**config.mk**
```make
export PLATFORM = sky130hd
export DESIGN_NAME = mbd_fifo
export DESIGN_NICKNAME = d
export VERILOG_FILES = /design/src/mbd_pkg.sv /design/src/mbd_fifo.sv
export SDC_FILE = /design/constraint.sdc
export NUM_CORES = 1
export LEC_CHECK = 0
export ABC_AREA = 1
export CAP_MARGIN = 20
export CORE_UTILIZATION = 56
export DETAILED_ROUTE_END_ITERATION = 8
export DONT_BUFFER_PORTS = 1
export PLACE_DENSITY = 0.71
export SYNTH_ARGS = -nofsm -noshare
export SYNTH_HDL_FRONTEND = slang
export SYNTH_SLANG_ARGS = --single-unit
```
**constraint.sdc**
```tcl
create_clock -name clock -period 1.8 [get_ports clock]
set_input_delay 0.09 -clock clock [delete_from_list [all_inputs] [get_ports clock]]
set_output_delay 0.09 -clock clock [all_outputs]
set_load 0.02 [all_outputs]
```
**src/mbd_pkg.sv**
```systemverilog
// Shared types and constants of the 2x2 box-filter mipmap downsampler.
// Used by every module of the block; depends on nothing.
package mbd_pkg;

   localparam int MAX_SRC_WIDTH  = 4096;
   localparam int MAX_SRC_HEIGHT = 4096;

   localparam int DIM_W     = $clog2(MAX_SRC_WIDTH) + 1;   // holds the width itself
   localparam int DIMH_W    = $clog2(MAX_SRC_HEIGHT) + 1;
   localparam int COL_CNT_W = $clog2(MAX_SRC_WIDTH);
   localparam int ROW_CNT_W = $clog2(MAX_SRC_HEIGHT);
   localparam int LINE_DEPTH = MAX_SRC_WIDTH / 2;
   localparam int LINE_COL_W = $clog2(LINE_DEPTH);

   localparam int NUM_CH  = 4;
   localparam int CH_W    = 8;
   localparam int SUM_W   = CH_W + 1;
   localparam int PIXEL_W = NUM_CH * CH_W;

   localparam int CSR_IDX_W  = 1;
   localparam int CSR_DATA_W = (DIM_W > DIMH_W) ? DIM_W : DIMH_W;
   localparam logic [CSR_IDX_W-1:0] CSR_SRC_WIDTH  = 1'b0;
   localparam logic [CSR_IDX_W-1:0] CSR_SRC_HEIGHT = 1'b1;

   localparam int QUEUE_DEPTH = 4;
   localparam int QPTR_W      = $clog2(QUEUE_DEPTH);

   typedef logic [NUM_CH-1:0][CH_W-1:0]  pixel_type;
   typedef logic [NUM_CH-1:0][SUM_W-1:0] pair_sums_type;

   typedef enum logic {
      CMD_STORE,
      CMD_EMIT
   } cmd_kind_type;

   // One horizontal pair, handed from the front end to the line-store back end.
   typedef struct packed {
      cmd_kind_type              kind;
      logic [LINE_COL_W-1:0]     col;
      pair_sums_type             sums;
      logic                      last;
   } cmd_type;

endpackage

```
**src/mbd_fifo.sv**
```systemverilog
// Short command queue between the front end and the line-store back end.
// Depends on mbd_pkg for the command type and the queue depth.
module mbd_fifo
   import mbd_pkg::*;
(
   input  logic    clock,
   input  logic    reset,
   input  logic    push,
   input  cmd_type push_cmd,
   input  logic    pop,
   output cmd_type head,
   output logic    not_empty,
   output logic    full
);

   localparam logic [QPTR_W:0] DEPTH_CNT = (QPTR_W+1)'(QUEUE_DEPTH);

   cmd_type             entry_ff [QUEUE_DEPTH];
   logic [QPTR_W-1:0]   wr_ptr_ff, wr_ptr_in;
   logic [QPTR_W-1:0]   rd_ptr_ff, rd_ptr_in;
   logic [QPTR_W:0]     count_ff, count_in;

   assign head      = entry_ff[rd_ptr_ff];
   assign not_empty = (count_ff != '0);
   assign full      = (count_ff == DEPTH_CNT);

   always_comb begin
      wr_ptr_in = push ? wr_ptr_ff + QPTR_W'(1) : wr_ptr_ff;
      rd_ptr_in = pop  ? rd_ptr_ff + QPTR_W'(1) : rd_ptr_ff;
      unique case ({push, pop})
         2'b10:   count_in = count_ff + (QPTR_W+1)'(1);
         2'b01:   count_in = count_ff - (QPTR_W+1)'(1);
         default: count_in = count_ff;
      endcase
   end

   always_ff @(posedge clock) begin
      if (reset) begin
         wr_ptr_ff <= '0;
         rd_ptr_ff <= '0;
         count_ff  <= '0;
      end else begin
         wr_ptr_ff <= wr_ptr_in;
         rd_ptr_ff <= rd_ptr_in;
         count_ff  <= count_in;
      end
   end

   always_ff @(posedge clock) begin
      if (push) begin
         entry_ff[wr_ptr_ff] <= push_cmd;
      end
   end

endmodule

```
==> results.sh <==
export IMPL_outcome="finished, violations left"
export IMPL_failed_checks="setup timing"
export IMPL_fin_ws_ns=-0.0177
export IMPL_fin_hold_ws_ns=0.0919
export IMPL_gr_total_overflow=0
export IMPL_rsz0062_at_grt="yes"
export IMPL_pre_cts_ws_ns=0.197
export IMPL_p_comb_frac=0.121
export IMPL_cp_slowest_cell="dfxtp_4"
export IMPL_cp_num_buf_inv=3
export IMPL_grt_pass1_wl_um=25200
export IMPL_cp_slowest_stage_delay_ns=0.47
export IMPL_setup_viol_count_final=6
export IMPL_area_delta_synth_final_pct=28.2
export IMPL_final_hold_viol_count=0
export IMPL_syn_area_um2=7710
export IMPL_die_w_um=119
export IMPL_clkTransAtPathRegs_ns=0.06
export IMPL_insertion_delay_ns=0.48
export IMPL_relSlewSlack=0.588
export IMPL_crit_arrival_ns=1.73
export IMPL_drive_above_1_share=0.197
export IMPL_critical_path_top_delay_family="flip-flops"
export IMPL_path_cells="inv_12 > clkbuf_16 > o21ai_0 > o22ai_1 > buf_4"
export IMPL_cts_made_buffers=21
export IMPL_syn_area_per_cell_um2=14.5
export IMPL_cts_path_max_buffers=3
export IMPL_stdcell_count=842
export IMPL_switching_power_mw=2.61
export IMPL_synth_nets=592
export IMPL_syn_inst=533
export IMPL_start_util=0.577
export IMPL_row_count=42
export IMPL_end_kind="output pin"
export IMPL_tightest_slew_ns=0.613
export IMPL_period_minus_slack_ns=1.82
export IMPL_intPower_mw=8.72
export IMPL_p_per_area_nw_per_um2=1150
export IMPL_clockPowerShare=0.392
export IMPL_p_leak_nw=3.46
export IMPL_switching_share=0.231
export IMPL_slew_viol_final=0
export IMPL_grt_pass1_vias=4803
export IMPL_cts_htree_levels=1
export IMPL_fillCellCount=804
export IMPL_io_pins=104
export IMPL_start_kind="flip-flop"
export IMPL_ys_seq_elements=205
export IMPL_seq_area_frac_synth=0.787
export IMPL_drt_first_pass_iters=5
export IMPL_fin_skew_ns=0.00967
export IMPL_totalWireLength_um=17600
export IMPL_crit_type="reg2out"
export IMPL_nets=712
export IMPL_irDropWorstVdd_v=0.000824
export IMPL_place_inst=741
export IMPL_finalSetupTns_ns=-0.0606
export IMPL_min_path_type="in2reg"
export IMPL_fp_dieArea_um2=14200
export IMPL_drv_cap=0
export IMPL_grt_max_degree=41
export IMPL_antenna_found_initial=0
export IMPL_diodes=0
export IMPL_drc_errors=0
export IMPL_worstPathMaxFanout=20
export IMPL_avgViaCountPerCell=5.87
export IMPL_cts_sinks=205
export IMPL_numPortBuffers=0
export IMPL_clock_root_buffer="clkbuf_16"
export IMPL_dp_hpwl_um=8690
export IMPL_fin_crit_sh=1.01
export IMPL_ys_types=21
export IMPL_cts_tree="yes"
export IMPL_seqPwrFrac=0.487
export IMPL_drt_iter0_markers=530
export IMPL_gp_congestion=0.743
export IMPL_die_h_um=119
export IMPL_num_vias=4946
export IMPL_fmax_mhz=550
export IMPL_grt_total_usage=0.229
export IMPL_final_util=0.740
export IMPL_post_drt_wl_per_cell_um=21.0
export IMPL_coreArea_um2=13300
export IMPL_ant_nets=0
export IMPL_critPathRequiredTime_ns=1.71
export IMPL_ys_warn_count=0
[worst paths after layout]
path | startpoint | endpoint | slack [ns] | depth (start not counted)
max | flip-flop | head[18] | -0.02 | 5
min reg2reg | rd_ptr_ff[1]$_SDFFE_PP0P_ | flip-flop | 0.49 | 1
max reg2reg | wr_ptr_ff[1]$_SDFFE_PP0P_ | entry_ff[1][20]$_DFFE_PP_ | 0.17 | 5
min | push | entry_ff[1][10]$_DFFE_PP_ | 0.09 | 3
[area by class of cell]
class	count	area, µm²	area share
flip-flops and latches	205	6070	0.614
clock inverters	10	158	0.0160
inverters	15	88.8	0.00899
clock buffers	26	544	0.0551
multi-input cells	282	1480	0.149
repair inverters	1	8.76	0.000886
repair buffers	127	1310	0.133
well taps	176	220	0.0223
[per-stage QoR]
stage	total power [mW]	cell area (µm²)
2_1_floorplan	6.27	7720
3_3_place_gp	6.63	8290
3_5_place_dp	6.66	8290
4_1_cts	11.2	9610
5_1_grt	11.7	9880
6_report	11.3	9880
[metal layers]
| metal | up-vias | GRT usage | share of wire |
|---|---|---|---|
| met5 | - | 0 | 0 |
| met4 | 0 | 0.0758 | 0.021 |
| met3 | 38 | 0.0378 | 0.070 |
| met2 | 237 | 0.392 | 0.51 |
| met1 | 2440 | 0.300 | 0.40 |
| li1 | 2231 | - | - |
[synthesized netlist by cell type]
master,instances,area share
buf_2,12,0.0078
inv_1,13,0.0063
inv_2,1,0.00049
clkbuf_2,4,0.0026
ha_1,5,0.0081
dfxtp_1,9,0.023
edfxtp_1,196,0.76
inv_6,1,0.0011
o21ai_0,98,0.064
fa_1,1,0.0026
a21oi_1,3,0.0019
xor2_1,1,0.0011
buf_4,2,0.0019
clkbuf_1,6,0.0029
o21ai_1,5,0.0032
nand2_1,10,0.0049
nand4_1,1,0.00081
nor3_1,1,0.00065
nor2_1,108,0.053
buf_6,7,0.010
o22ai_1,49,0.040
[worst reg2reg max path, stage by stage, from the launching register on]
cell        delay, ns
dfxtp_1          0.33
inv_1            0.11
ha_1             0.16
nand2_1          0.08
clkinvlp_4       0.07
buf_4            0.47
[cells in the final DEF, fill, tap and decap left out, drive strengths merged, types with 5 or more instances in the layout]
cell,instances
edfxtp,196
nor2,108
o21ai,103
buf,71
dlygate4sd3,53
o22ai,49
clkbuf,29
inv,13
nand2,10
dfxtp,9
clkinvlp,5
ha,5
[cells by family after synthesis]
| family | synth area share |
|---|---|
| buffers and inverters | 0.0334 |
| AO/OA/AOI/OAI | 0.109 |
| adder cells (fa/ha/maj) | 0.0107 |
| AND/OR/NAND/NOR | 0.0589 |
| XOR/XNOR | 0.00114 |
| flip-flops | 0.787 |
[sequential cells by signal (all words and copies together) (netlist names), named ones only]
name       flops
entry_ff     196
count_ff       3
rd_ptr_ff      2
wr_ptr_ff      2
[power by group through the flow]
| stage | registers (mW) | clock network [mW] | logic (mW) |
|---|---|---|---|
| floorplan | 5.59 | 0 | 0.676 |
| finish | 5.52 | 4.44 | 1.37 |
| CTS | 5.51 | 4.47 | 1.24 |
| global placement | 5.60 | 0 | 1.03 |
| global route | 5.53 | 4.67 | 1.46 |
| detailed placement | 5.61 | 0 | 1.06 |
[timing repair]
item / CTS / global route
hold buffers: 53 / 0
setup buffers: 2 / 6
cloned: 1 / 3
hold endpoints to repair: 205 / 0
resized for setup: 18 / 44
pin swaps: 2 / 6
setup endpoints to repair: 42 / 40
Note: power is estimated with default switching activity, not from simulation.
