## config.mk

```make
export PLATFORM = sky130hd
export DESIGN_NAME = mbd_front
export DESIGN_NICKNAME = d
export VERILOG_FILES = /design/src/mbd_pkg.sv /design/src/mbd_front.sv
export SDC_FILE = /design/constraint.sdc
export NUM_CORES = 1
export LEC_CHECK = 0
export BUFFER_PORTS_ARGS = -buffer_cell sky130_fd_sc_hd__buf_4
export CELL_PAD_IN_SITES_DETAIL_PLACEMENT = 1
export CELL_PAD_IN_SITES_GLOBAL_PLACEMENT = 1
export CORE_ASPECT_RATIO = 1.4
export CORE_MARGIN = 2
export CORE_UTILIZATION = 46
export DETAILED_ROUTE_END_ITERATION = 10
export PLACE_DENSITY_LB_ADDON = 0.05
export SKIP_LAST_GASP = 1
export SYNTH_ARGS = -nofsm -noshare
export SYNTH_HDL_FRONTEND = slang
export SYNTH_SLANG_ARGS = --single-unit
```

## constraint.sdc

```tcl
create_clock -name clock -period 8.73 [get_ports clock]
set_input_delay 1.746 -clock clock [delete_from_list [all_inputs] [get_ports clock]]
set_output_delay 1.746 -clock clock [all_outputs]
set_load 0.03 [all_outputs]
```

## src/mbd_pkg.sv

```systemverilog
// Shared types and constants of the 2x2 box-filter mipmap downsampler.
// Used by every module of the block; depends on nothing.
package mbd_pkg;

   localparam int MAX_SRC_WIDTH  = 4096;
   localparam int MAX_SRC_HEIGHT = 4096;

   localparam int DIM_W     = $clog2(MAX_SRC_WIDTH) + 1;   // holds the width itself
   localparam int DIMH_W    = $clog2(MAX_SRC_HEIGHT) + 1;
   localparam int COL_CNT_W = $clog2(MAX_SRC_WIDTH);
   localparam int ROW_CNT_W = $clog2(MAX_SRC_HEIGHT);
   localparam int LINE_DEPTH = MAX_SRC_WIDTH / 2;
   localparam int LINE_COL_W = $clog2(LINE_DEPTH);

   localparam int NUM_CH  = 4;
   localparam int CH_W    = 8;
   localparam int SUM_W   = CH_W + 1;
   localparam int PIXEL_W = NUM_CH * CH_W;

   localparam int CSR_IDX_W  = 1;
   localparam int CSR_DATA_W = (DIM_W > DIMH_W) ? DIM_W : DIMH_W;
   localparam logic [CSR_IDX_W-1:0] CSR_SRC_WIDTH  = 1'b0;
   localparam logic [CSR_IDX_W-1:0] CSR_SRC_HEIGHT = 1'b1;

   localparam int QUEUE_DEPTH = 4;
   localparam int QPTR_W      = $clog2(QUEUE_DEPTH);

   typedef logic [NUM_CH-1:0][CH_W-1:0]  pixel_type;
   typedef logic [NUM_CH-1:0][SUM_W-1:0] pair_sums_type;

   typedef enum logic {
      CMD_STORE,
      CMD_EMIT
   } cmd_kind_type;

   // One horizontal pair, handed from the front end to the line-store back end.
   typedef struct packed {
      cmd_kind_type              kind;
      logic [LINE_COL_W-1:0]     col;
      pair_sums_type             sums;
      logic                      last;
   } cmd_type;

endpackage

```

## src/mbd_front.sv

```systemverilog
// Front end: configuration registers, frame position counters and horizontal pair sums.
// Depends on mbd_pkg; feeds pair commands into mbd_fifo.
module mbd_front
   import mbd_pkg::*;
(
   input  logic                  clock,
   input  logic                  reset,
   input  logic                  csr_wr_en,
   input  logic [CSR_IDX_W-1:0]  csr_index,
   input  logic [CSR_DATA_W-1:0] csr_wdata,
   input  logic                  req_tvalid,
   output logic                  req_tready,
   input  logic [PIXEL_W-1:0]    req_tdata,
   output logic                  push,
   output cmd_type               push_cmd,
   input  logic                  queue_full
);

   logic [DIM_W-1:0]     width_ff, width_in;
   logic [DIMH_W-1:0]    height_ff, height_in;
   logic [COL_CNT_W-1:0] col_ff, col_in;
   logic [ROW_CNT_W-1:0] row_ff, row_in;
   pixel_type            partial_ff, partial_in;
   pixel_type            pixel;
   logic                 accept;
   logic [DIM_W-1:0]     col_next;
   logic [DIMH_W-1:0]    row_next;
   logic [DIM_W-2:0]     half_w_m1;
   logic [DIMH_W-2:0]    half_h_m1;
   logic [DIM_W-1:0]     w_clamped;
   logic [DIMH_W-1:0]    h_clamped;

   assign pixel      = pixel_type'(req_tdata);
   assign req_tready = !queue_full;
   assign accept     = req_tvalid && req_tready;

   // Out-of-range writes saturate to the legal span.
   always_comb begin
      if (csr_wdata[DIM_W-1:0] < DIM_W'(2)) begin
         w_clamped = DIM_W'(2);
      end else if (csr_wdata[DIM_W-1:0] > DIM_W'(MAX_SRC_WIDTH)) begin
         w_clamped = DIM_W'(MAX_SRC_WIDTH);
      end else begin
         w_clamped = csr_wdata[DIM_W-1:0];
      end
      if (csr_wdata[DIMH_W-1:0] < DIMH_W'(2)) begin
         h_clamped = DIMH_W'(2);
      end else if (csr_wdata[DIMH_W-1:0] > DIMH_W'(MAX_SRC_HEIGHT)) begin
         h_clamped = DIMH_W'(MAX_SRC_HEIGHT);
      end else begin
         h_clamped = csr_wdata[DIMH_W-1:0];
      end
   end

   assign col_next = DIM_W'(col_ff) + DIM_W'(1);
   assign row_next = DIMH_W'(row_ff) + DIMH_W'(1);

   always_comb begin
      width_in   = width_ff;
      height_in  = height_ff;
      col_in     = col_ff;
      row_in     = row_ff;
      partial_in = partial_ff;
      if (csr_wr_en) begin
         // Any write restarts the frame.
         if (csr_index == CSR_SRC_WIDTH) begin
            width_in = w_clamped;
         end
         if (csr_index == CSR_SRC_HEIGHT) begin
            height_in = h_clamped;
         end
         col_in = '0;
         row_in = '0;
      end else if (accept) begin
         if (!col_ff[0]) begin
            partial_in = pixel;
         end
         if (col_next >= width_ff) begin
            col_in = '0;
            if (row_next >= height_ff) begin
               row_in = '0;
            end else begin
               row_in = row_next[ROW_CNT_W-1:0];
            end
         end else begin
            col_in = col_next[COL_CNT_W-1:0];
         end
      end
   end

   always_ff @(posedge clock) begin
      if (reset) begin
         width_ff  <= DIM_W'(2);
         height_ff <= DIMH_W'(2);
         col_ff    <= '0;
         row_ff    <= '0;
      end else begin
         width_ff  <= width_in;
         height_ff <= height_in;
         col_ff    <= col_in;
         row_ff    <= row_in;
      end
   end

   always_ff @(posedge clock) begin
      partial_ff <= partial_in;
   end

   assign half_w_m1 = width_ff[DIM_W-1:1] - (DIM_W-1)'(1);
   assign half_h_m1 = height_ff[DIMH_W-1:1] - (DIMH_W-1)'(1);

   // The second pixel of a pair closes it and becomes a command.
   assign push = accept && col_ff[0];

   always_comb begin
      push_cmd.kind = row_ff[0] ? CMD_EMIT : CMD_STORE;
      push_cmd.col  = col_ff[COL_CNT_W-1:1];
      for (int c = 0; c < NUM_CH; c++) begin
         push_cmd.sums[c] = SUM_W'(partial_ff[c]) + SUM_W'(pixel[c]);
      end
      push_cmd.last = (half_w_m1 == (DIM_W-1)'(col_ff[COL_CNT_W-1:1]))
                   && (half_h_m1 == (DIMH_W-1)'(row_ff[ROW_CNT_W-1:1]));
   end

endmodule

```

==> flow_summary.ini, run 1 <==
[run_status]
outcome = completed

[timing]
hold_viol_final = 0
finalSetupViolations = 0
slew_viol_final = 0
max_freq_mhz = 188
min_period_over_period = 0.608
fin_crit_ns = 5.31
finalSetupTns_ns = 0
worst_slew_pin_slew_ns = 1.03
setup_slack_ns = 3.42
maxSlewHeadroom = 0.311
grt_setup_unrepaired = no
fin_worst_skew_ns = 0.00879

[critical_path]
worst-r2r-setup-slack_ns = 4.63
cp-end-kind = output pin
cpMaxStageDelayCell = fa_1
worstPathArrival_ns = 3.56
critPathKind = in2out
cp_top_family = adder cells
start_kind = input port
required_ns = 6.98
r2r-start = row_ff[2]$_SDFFE_PP0P_
rr_endpoint = row_ff[9]$_SDFFE_PP0P_
reg2regPathDepth = 14
path_cells = buf_4, ha_1, inv_1, fa_1, nor2b_1, o21ai_0, a21boi_0, o21ai_0, nand2b_1, xor2_1, buf_4
cp_num_cells = 11
worstPathMaxFanout = 2
path_buf_inv = 3
crit_path_max_incr_delay_ns = 0.40

[logic_synthesis]
synthCells = 690
seq_area_frac_synth = 0.332
synthesis.area_sq_um = 5910
syn_area_per_cell_sq_um = 8.57
ys.flop_type = dfxtp_1
synth_edf_count = 32
async_flop_share = 0
syn-num-nets = 807
synth.area.top_cells = dfxtp_1 (17%), edfxtp_1 (16%), ha_1 (13%), a21oi_1 (5.6%), xnor2_1 (5.3%)
yosysWarnings = 0
synth_cell_types = 61
synth_top_area_cell = dfxtp_1
ys_ff_latch = 82
synth.top_cell.area_share = 0.169

[clock_network]
cts_tree = built
clk_pin_slew_ns = 0.06
ctsHoldBuffers = 0
cts_setup_buffers = 0
clockBufferDepth = 2
cts_buffers = 9
h-tree-depth = 3
clock_sinks = 82
root_buffer = clkbuf_16
insertion_delay_ns = 0.34
cts-resized-gates = 0

[detailed_routing]
vias_per_cell = 5.56
first_iter_violations = 144
drc = 0
vias = 5144
ant_nets = 0
wl_per_cell_microns = 17.3
dr.pass1.iters = 4
drt_wl_total_microns = 16000

[die]
core_sq_um = 12700
die_x_microns = 99.8
fp-row-count = 49
pin_count = 102
die_y_microns = 138
dieArea_sq_um = 13800
initial_utilization = 0.466

[cells_and_area]
n_antenna_cell = 0
nNetsFinal = 885
synthToLayoutAreaGrowth_pct = 18.0
drive_gt1_frac = 0.187

[global_routing]
grt_usage = 0.241
grt_pass1_wl_microns = 26900
grt_pass1_vias = 5581
grt_max_degree = 33
grt-ovfl-total = 0
antenna_found_initial = 0

[placed_design]
io_buffer_count = 101
post-place-ws_ns = 3.41
hpwl_microns = 12800
place_congestion = 0.874

[pwr]
worst_ir_drop_vdd_mv = 0.0767
p_leak_nw = 3.03
power-per-cell-area_nw_per_um2 = 146

[worst_hold_path]
holdPathStages = 2
min_path_type = reg2reg
worstHoldStart = height_ff[0]$_SDFFE_PP0P_
min_to = height_ff[0]$_SDFFE_PP0P_

[job]
timing.max_cap.violations = 0
-- cell type report --
class / count / area, sq um
fill: 1542 / 5710
inverter: 47 / 176
multi-input combinational: 524 / 3590
timing repair buffer: 104 / 781
sequential: 82 / 1960
clock inverter: 4 / 25.0
tap: 153 / 191
clock buffer: 11 / 255
-- power breakdown --
part	total [mW]	leakage, nW	internal [mW]	switching (mW)
sequential	0.416	0.698	0.407	0.00905
combinational	0.238	2.19	0.0969	0.141
clock	0.362	0.144	0.209	0.152
-- worst reg2reg max path, cell delays in order (launching register included) --
cell       delay (ns)
dfxtp_1          0.46
and3_1           0.29
and3_1           0.28
and3_1           0.27
and3_1           0.19
nor2b_1          0.06
or2_2            0.30
ha_1             0.32
a21oi_1          0.15
a21boi_0         0.16
a2111oi_4        0.36
o21ai_2          0.20
nor3b_2          0.69
a21oi_1          0.17
nor2_1           0.13
-- Yosys cell counts, types with 5 or more instances --
library cell and number:
a21o_1 8, a21oi_1 66, a22oi_1 6, and2_1 7, and3_1 13, buf_2 5
buf_4 13, clkbuf_1 19, dfxtp_1 50, edfxtp_1 32, ha_1 62, inv_1 47
nand2_1 74, nand2b_1 9, nand3_1 28, nand4_1 6, nor2_1 42, nor2b_1 17
nor3_1 14, o21ai_0 37, or2_2 7, xnor2_1 36, xor2_1 26
-- cell families (layout without fill, tap and decap cells) --
| kind of cell | after synthesis | in the layout | share of synthesized area |
|---|---|---|---|
| muxes | 1 | 1 | 0.00190 |
| and+or+nand+nor | 242 | 242 | 0.210 |
| DFF | 82 | 82 | 0.332 |
| AOI/OAI and AO/OA | 153 | 153 | 0.158 |
| adders and majority gates | 66 | 66 | 0.145 |
| xor gates and xnor gates | 62 | 62 | 0.0918 |
| buffers and inverters | 84 | 166 | 0.0626 |
-- cell usage in the layout (no fill, tap or decap), drive strengths merged, types with 15 or more instances in the layout --
cell type / instances
xor2: 26
ha: 62
a21oi: 66
inv: 48
o21ai: 41
dfxtp: 50
nor3: 15
edfxtp: 32
nor2b: 17
nand3: 28
buf: 104
xnor2: 36
nand2: 74
nor2: 44
-- metrics by stage --
step,total power [mW],std cells,hold slack [ns],util,area [sq um]
3_3_place_gp,0.654,910,0.484,0.528,6700
5_1_grt,1.06,925,0.515,0.550,6980
6_report,1.02,925,0.478,0.550,6980
2_1_floorplan,0.576,690,0.440,-,5910
4_1_cts,1.03,925,0.477,0.550,6980
3_5_place_dp,0.663,910,0.485,0.528,6700
-- flip-flops by register name, summed over array words and instances, names as in the netlist --
signal and cells:
col_ff 12, row_ff 12, height_ff 13, width_ff 13, partial_ff 32
-- layer usage --
metal / part of all wire / track usage
met4: 0.021 / 0.0735
met2: 0.57 / 0.476
met5: 0 / 0
met1: 0.38 / 0.258
met3: 0.029 / 0.0313
-- worst max-delay path by stage --
stage          slack [ns]            to          start
6_report             3.42  push_cmd[34]  req_tdata[24]
2_1_floorplan        3.50  push_cmd[18]   req_tdata[8]
3_5_place_dp         3.41  push_cmd[34]  req_tdata[24]
4_1_cts              3.40  push_cmd[34]  req_tdata[24]
5_1_grt              3.23   push_cmd[7]   req_tdata[0]
3_3_place_gp         3.55   push_cmd[7]   req_tdata[0]
(Power assumes the default switching activity.)
==> run 2, diff against run 1 <==
--- a/config.mk
+++ b/config.mk
@@ -10,7 +10,7 @@
 export CELL_PAD_IN_SITES_GLOBAL_PLACEMENT = 1
 export CORE_ASPECT_RATIO = 1.4
 export CORE_MARGIN = 2
-export CORE_UTILIZATION = 46
+export CORE_UTILIZATION = 43
 export DETAILED_ROUTE_END_ITERATION = 10
 export PLACE_DENSITY_LB_ADDON = 0.05
 export SKIP_LAST_GASP = 1
==> constraint.sdc (replaced) <==
create_clock -name clock -period 5 [get_ports clock]
set_input_delay 1 -clock clock [delete_from_list [all_inputs] [get_ports clock]]
set_output_delay 1 -clock clock [all_outputs]
set_load 0.03 [all_outputs]
==> flow_summary.ini, run 2 (synthesis results as in run 1) <==
[run_status]
outcome = completed

[timing]
grt_setup_unrepaired = no
fin_worst_skew_ns = 0.0115
fin_crit_ns = 4.06
slew_viol_final = 0
finalSetupTns_ns = 0
worst_slew_pin_slew_ns = 0.990
hold_viol_final = 0
maxSlewHeadroom = 0.340
min_period_over_period = 0.811
max_freq_mhz = 247
finalSetupViolations = 0

[global_routing]
grt_usage = 0.230
grt_pass1_vias = 5621
grt_max_degree = 33
grt-ovfl-total = 0
grt_pass1_wl_microns = 26800
antenna_found_initial = 0

[pwr]
p_leak_nw = 3.03
power-per-cell-area_nw_per_um2 = 255
finalPower_mw = 1.79
worst_ir_drop_vdd_mv = 0.140

[clock_network]
insertion_delay_ns = 0.34
ctsHoldBuffers = 0
clk_pin_slew_ns = 0.06
cts_tree = built
h-tree-depth = 3
cts_setup_buffers = 0
cts_buffers = 9
clock_sinks = 82
root_buffer = clkbuf_16
cts-resized-gates = 0
clockBufferDepth = 2

[cells_and_area]
final_design_area_no_fill_sq_um = 7020
largest_reg_flops = 32
n_antenna_cell = 0
nFillCells = 1654
synthToLayoutAreaGrowth_pct = 18.8
drive_gt1_frac = 0.186
largest-register = partial_ff
nNetsFinal = 885
final_cell_mix = buf_4 (104), nand2_1 (74), a21oi_1 (66)
top_regs = partial_ff: 32 flops, height_ff: 13 flops, width_ff: 13 flops
final_common_cell = buf_4

[critical_path]
path_buf_inv = 2
cpMaxStageDelayCell = dfxtp_1
worstPathArrival_ns = 3.06
crit_path_max_incr_delay_ns = 0.49
worstPathMaxFanout = 6
cpMostUsedCell = xnor2_1
cp-end-kind = output pin
start_kind = flop
critPathKind = reg2out
path_cells = inv_1, ha_1, xnor2_1, xnor2_1, nor4_4, nand4_1, a2111oi_2, o2111ai_1, nor3_1, buf_4
cp_top_family = simple AND/OR/NAND/NOR gates
required_ns = 4.00

[die]
core_sq_um = 13400
fp-row-count = 50
die_x_microns = 103
die_y_microns = 143
pin_count = 102
initial_utilization = 0.442
dieArea_sq_um = 14700

[detailed_routing]
vias_per_cell = 5.38
drt_wl_total_microns = 16200
vias = 5134
drc = 0
wl_per_cell_microns = 17.0
first_iter_violations = 93
dr.pass1.iters = 4
ant_nets = 0

[placed_design]
hpwl_microns = 13200
io_buffer_count = 101
place_congestion = 0.834
dpl-instance-area_sq_um = 6730

[job]
timing.max_cap.violations = 0

[worst_hold_path]
min_path_type = reg2reg
[run 2: worst paths after layout]
kind / start / endpoint / slack (ns) / depth (start not counted)
worst max-delay path: width_ff[1]$_SDFFE_PP1P_ / push_cmd[0] / 0.94 / 10
worst min-delay path: height_ff[11]$_SDFFE_PP0P_ / height_ff[11]$_SDFFE_PP0P_ / 0.52 / 2
worst max register to register: row_ff[2]$_SDFFE_PP0P_ / row_ff[3]$_SDFFE_PP0P_ / 1.01 / 14
worst min register to register: height_ff[11]$_SDFFE_PP0P_ / height_ff[11]$_SDFFE_PP0P_ / 0.52 / 2
[run 2: worst min-delay path: stages, from the launching register on]
cell and delay, ns:
dfxtp_1 0.35, nand2_1 0.07, a21oi_1 0.05
[run 2: area by class of cell]
class,count,area (sq um),area share
Sequential cell,82,1960,0.279
Multi-Input combinational cell,524,3590,0.511
Tap cell,182,228,0.0324
Inverter,47,176,0.0251
Clock inverter,3,20.0,0.00285
Clock buffer,13,270,0.0385
Timing Repair Buffer,104,781,0.111
[run 2: report_power, final]
| part | switching, mW | internal (mW) |
|---|---|---|
| Clock | 0.274 | 0.378 |
| Sequential | 0.0160 | 0.711 |
| Combinational | 0.244 | 0.169 |
| Total | 0.535 | 1.26 |
[run 2: through the flow]
| step | worst slack (ns) | hold WS, ns | std cells | utilization |
|---|---|---|---|---|
| 5_1_grt | 0.640 | 0.532 | 955 | 0.525 |
| 3_5_place_dp | 1.06 | 0.500 | 939 | 0.503 |
| 6_report | 0.945 | 0.517 | 955 | 0.525 |
| 4_1_cts | 0.922 | 0.515 | 955 | 0.525 |
| 3_3_place_gp | 1.24 | 0.482 | 939 | 0.503 |
| 2_1_floorplan | 0.721 | 0.440 | 690 | - |
[run 2: metal layers]
layer / part of all wire / track usage
met3: 0.029 / 0.0299
met1: 0.39 / 0.250
met2: 0.56 / 0.441
met4: 0.025 / 0.0852
met5: 0 / 0
==> run 3, diff against run 2 <==
--- a/config.mk
+++ b/config.mk
@@ -5,12 +5,13 @@
 export SDC_FILE = /design/constraint.sdc
 export NUM_CORES = 1
 export LEC_CHECK = 0
+export ABC_AREA = 1
 export BUFFER_PORTS_ARGS = -buffer_cell sky130_fd_sc_hd__buf_4
 export CELL_PAD_IN_SITES_DETAIL_PLACEMENT = 1
 export CELL_PAD_IN_SITES_GLOBAL_PLACEMENT = 1
 export CORE_ASPECT_RATIO = 1.4
 export CORE_MARGIN = 2
-export CORE_UTILIZATION = 43
+export CORE_UTILIZATION = 37
 export DETAILED_ROUTE_END_ITERATION = 10
 export PLACE_DENSITY_LB_ADDON = 0.05
 export SKIP_LAST_GASP = 1
==> constraint.sdc (replaced) <==
create_clock -name clock -period 3.3 [get_ports clock]
set_input_delay 0.66 -clock clock [delete_from_list [all_inputs] [get_ports clock]]
set_output_delay 0.66 -clock clock [all_outputs]
set_load 0.03 [all_outputs]
==> flow_summary.ini, run 3 <==
[detailed_routing]
ant_nets = 0
vias = 5993
wl_per_cell_microns = 15.9
drc = 0
vias_per_cell = 5.05
first_iter_violations = 162
drt_wl_total_microns = 18800
dr.pass1.iters = 4

[timing]
timing.hold.ws_ns = 0.480
fin_worst_skew_ns = 0.00583
grt_setup_unrepaired = no
max_freq_mhz = 326
slew_viol_final = 0
hold_viol_final = 0
min_period_over_period = 0.929
finalSetupTns_ns = 0
worst_slew_pin_slew_ns = 0.593
finalSetupViolations = 0
fin_crit_ns = 3.07
maxSlewHeadroom = 0.604

[global_routing]
grt_pass1_vias = 6673
gr-usage-met2 = 0.447
grt-ovfl-total = 0
use_met3 = 0.0337
antenna_found_initial = 0
grt_max_degree = 33
grt_use_met1 = 0.216
top_usage_layer = met2
grt_usage = 0.219
grt_pass1_wl_microns = 31200

[clock_network]
clock_sinks = 82
clockBufferDepth = 2
h-tree-depth = 3
root_buffer = clkbuf_16
clk_pin_slew_ns = 0.06
ctsHoldBuffers = 0
insertion_delay_ns = 0.36
cts_tree = built
cts_setup_buffers = 0
cts_buffers = 9

[logic_synthesis]
synthMostInstantiatedCell = nand2_1
yosysWarnings = 0
synth.top_cell.area_share = 0.160
syn-num-nets = 1003
ys_ff_latch = 82
synthesis.area_sq_um = 6250
synth_edf_count = 32
synthCells = 886
ys.flop_type = dfxtp_1
synth_cell_types = 37
async_flop_share = 0
syn_area_per_cell_sq_um = 7.06
synthTopCellsByCount = nand2_1 (222), inv_1 (128), nor2_1 (98)
seq_area_frac_synth = 0.314
synth_top_area_cell = dfxtp_1
synth.area.top_cells = dfxtp_1 (16%), edfxtp_1 (15%), nand2_1 (13%), ha_1 (12%), inv_1 (7.7%)

[cells_and_area]
final_cell_mix = nand2_1 (221), inv_1 (128), buf_4 (111)
nNetsFinal = 1095
final_design_area_no_fill_sq_um = 7480
top_regs = partial_ff: 32 flops, height_ff: 13 flops, width_ff: 13 flops
largest-register = partial_ff
n_antenna_cell = 0
final_common_cell = nand2_1
largest_reg_flops = 32
drive_gt1_frac = 0.146
synthToLayoutAreaGrowth_pct = 19.7

[critical_path]
cp-endpoint = push_cmd[18]
reg2regPathDepth = 14
r2r-start = col_ff[4]$_SDFFE_PP0P_
worstPathMaxFanout = 2
worstPathArrival_ns = 2.41
rr_endpoint = row_ff[4]$_SDFFE_PP0P_
cp-end-kind = output pin
required_ns = 2.64
crit_start = req_tdata[8]
worst-r2r-setup-slack_ns = 0.42
start_kind = input port
critPathKind = in2out

[die]
initial_utilization = 0.375
core_sq_um = 16700
fp-row-count = 56
die_y_microns = 158
die_x_microns = 114
pin_count = 102
dieArea_sq_um = 18000

[pwr]
worst_ir_drop_vdd_mv = 0.173
power-per-cell-area_nw_per_um2 = 388
p_leak_nw = 3.75

[placed_design]
dpl-instance-area_sq_um = 7170
hpwl_microns = 15300
io_buffer_count = 101
place_congestion = 0.847

[job]
timing.max_cap.violations = 0

[worst_hold_path]
worstHoldStart = reset
min_path_type = in2reg

[run_status]
outcome = completed
run 3: cell types whose count changed in the layout (fill, tap and decap cells not counted), sizes merged, moves of 7 or more:
cell,delta
buf,+7
nand2b,-9
inv,+83
and3,-13
nand2,+151
nand4,+14
nand3,+22
nor2b,-17
xnor2,-27
or2,-8
nor2,+59
run 3: report_power, final:
part	total [mW]	internal (mW)	leakage, nW	switching (mW)
sequential	1.12	1.09	0.701	0.0289
combinational	0.705	0.262	2.89	0.443
clock	1.09	0.637	0.155	0.448
total	2.91	1.99	3.75	0.920
run 3: per-stage QoR:
step           setup WS, ns  utilization  cells  total power [mW]
2_1_floorplan         0.336            -    886              1.59
3_3_place_gp          0.298        0.430   1170              1.82
3_5_place_dp          0.200        0.430   1170              1.85
4_1_cts               0.194        0.449   1186              2.95
5_1_grt              0.0291        0.449   1186              3.06
6_report              0.234        0.449   1186              2.91
run 3: final cells by class:
| cell class | instances | area (sq um) |
|---|---|---|
| Timing Repair Buffer | 111 | 833 |
| Clock inverter | 5 | 61.3 |
| Fill cell | 2126 | 9190 |
| Sequential cell | 82 | 1960 |
| Inverter | 131 | 492 |
| Tap cell | 203 | 254 |
| Multi-Input combinational cell | 643 | 3630 |
| Clock buffer | 11 | 254 |
run 3: routing by layer:
metal	share of wire	vias up
met3	0.025	33
met1	0.38	2832
li1	-	3031
met4	0.031	0
met2	0.57	97
met5	0	-
run 3: critical path: stages:
cell	delay, ns
buf_4	0.08
ha_1	0.16
inv_1	0.06
fa_1	0.41
inv_1	0.08
nand3_1	0.07
nand2_1	0.11
a21oi_1	0.07
o21ai_0	0.27
a21oi_1	0.11
o21bai_1	0.15
buf_4	0.18
run 3: cell families after synthesis:
kind of cell             count (synthesis)  share of synthesized area
AO/OA/AOI/OAI                          122                      0.103
XOR/XNOR                                40                     0.0560
adder cells (fa/ha/maj)                 66                      0.137
buffers and inverters                  161                      0.108
flip-flops                              82                      0.314
AND/OR/NAND/NOR                        415                      0.282
run 3: repair_timing:
action | CTS | global route
endpoints found under the hold margin | 0 | 0
setup endpoints to repair | 0 | 11
gates resized for setup | 0 | 2
run 3: how the worst min path moves through the flow:
stage	to	slack [ns]	cells after the start
global placement	col_ff[9]$_SDFFE_PP0P_	0.52	2
detailed placement	col_ff[9]$_SDFFE_PP0P_	0.54	2
CTS	width_ff[11]$_SDFFE_PP0P_	0.47	2
global route	width_ff[11]$_SDFFE_PP0P_	0.48	2
floorplan	height_ff[12]$_SDFFE_PP0P_	0.47	2
finish	width_ff[11]$_SDFFE_PP0P_	0.48	2
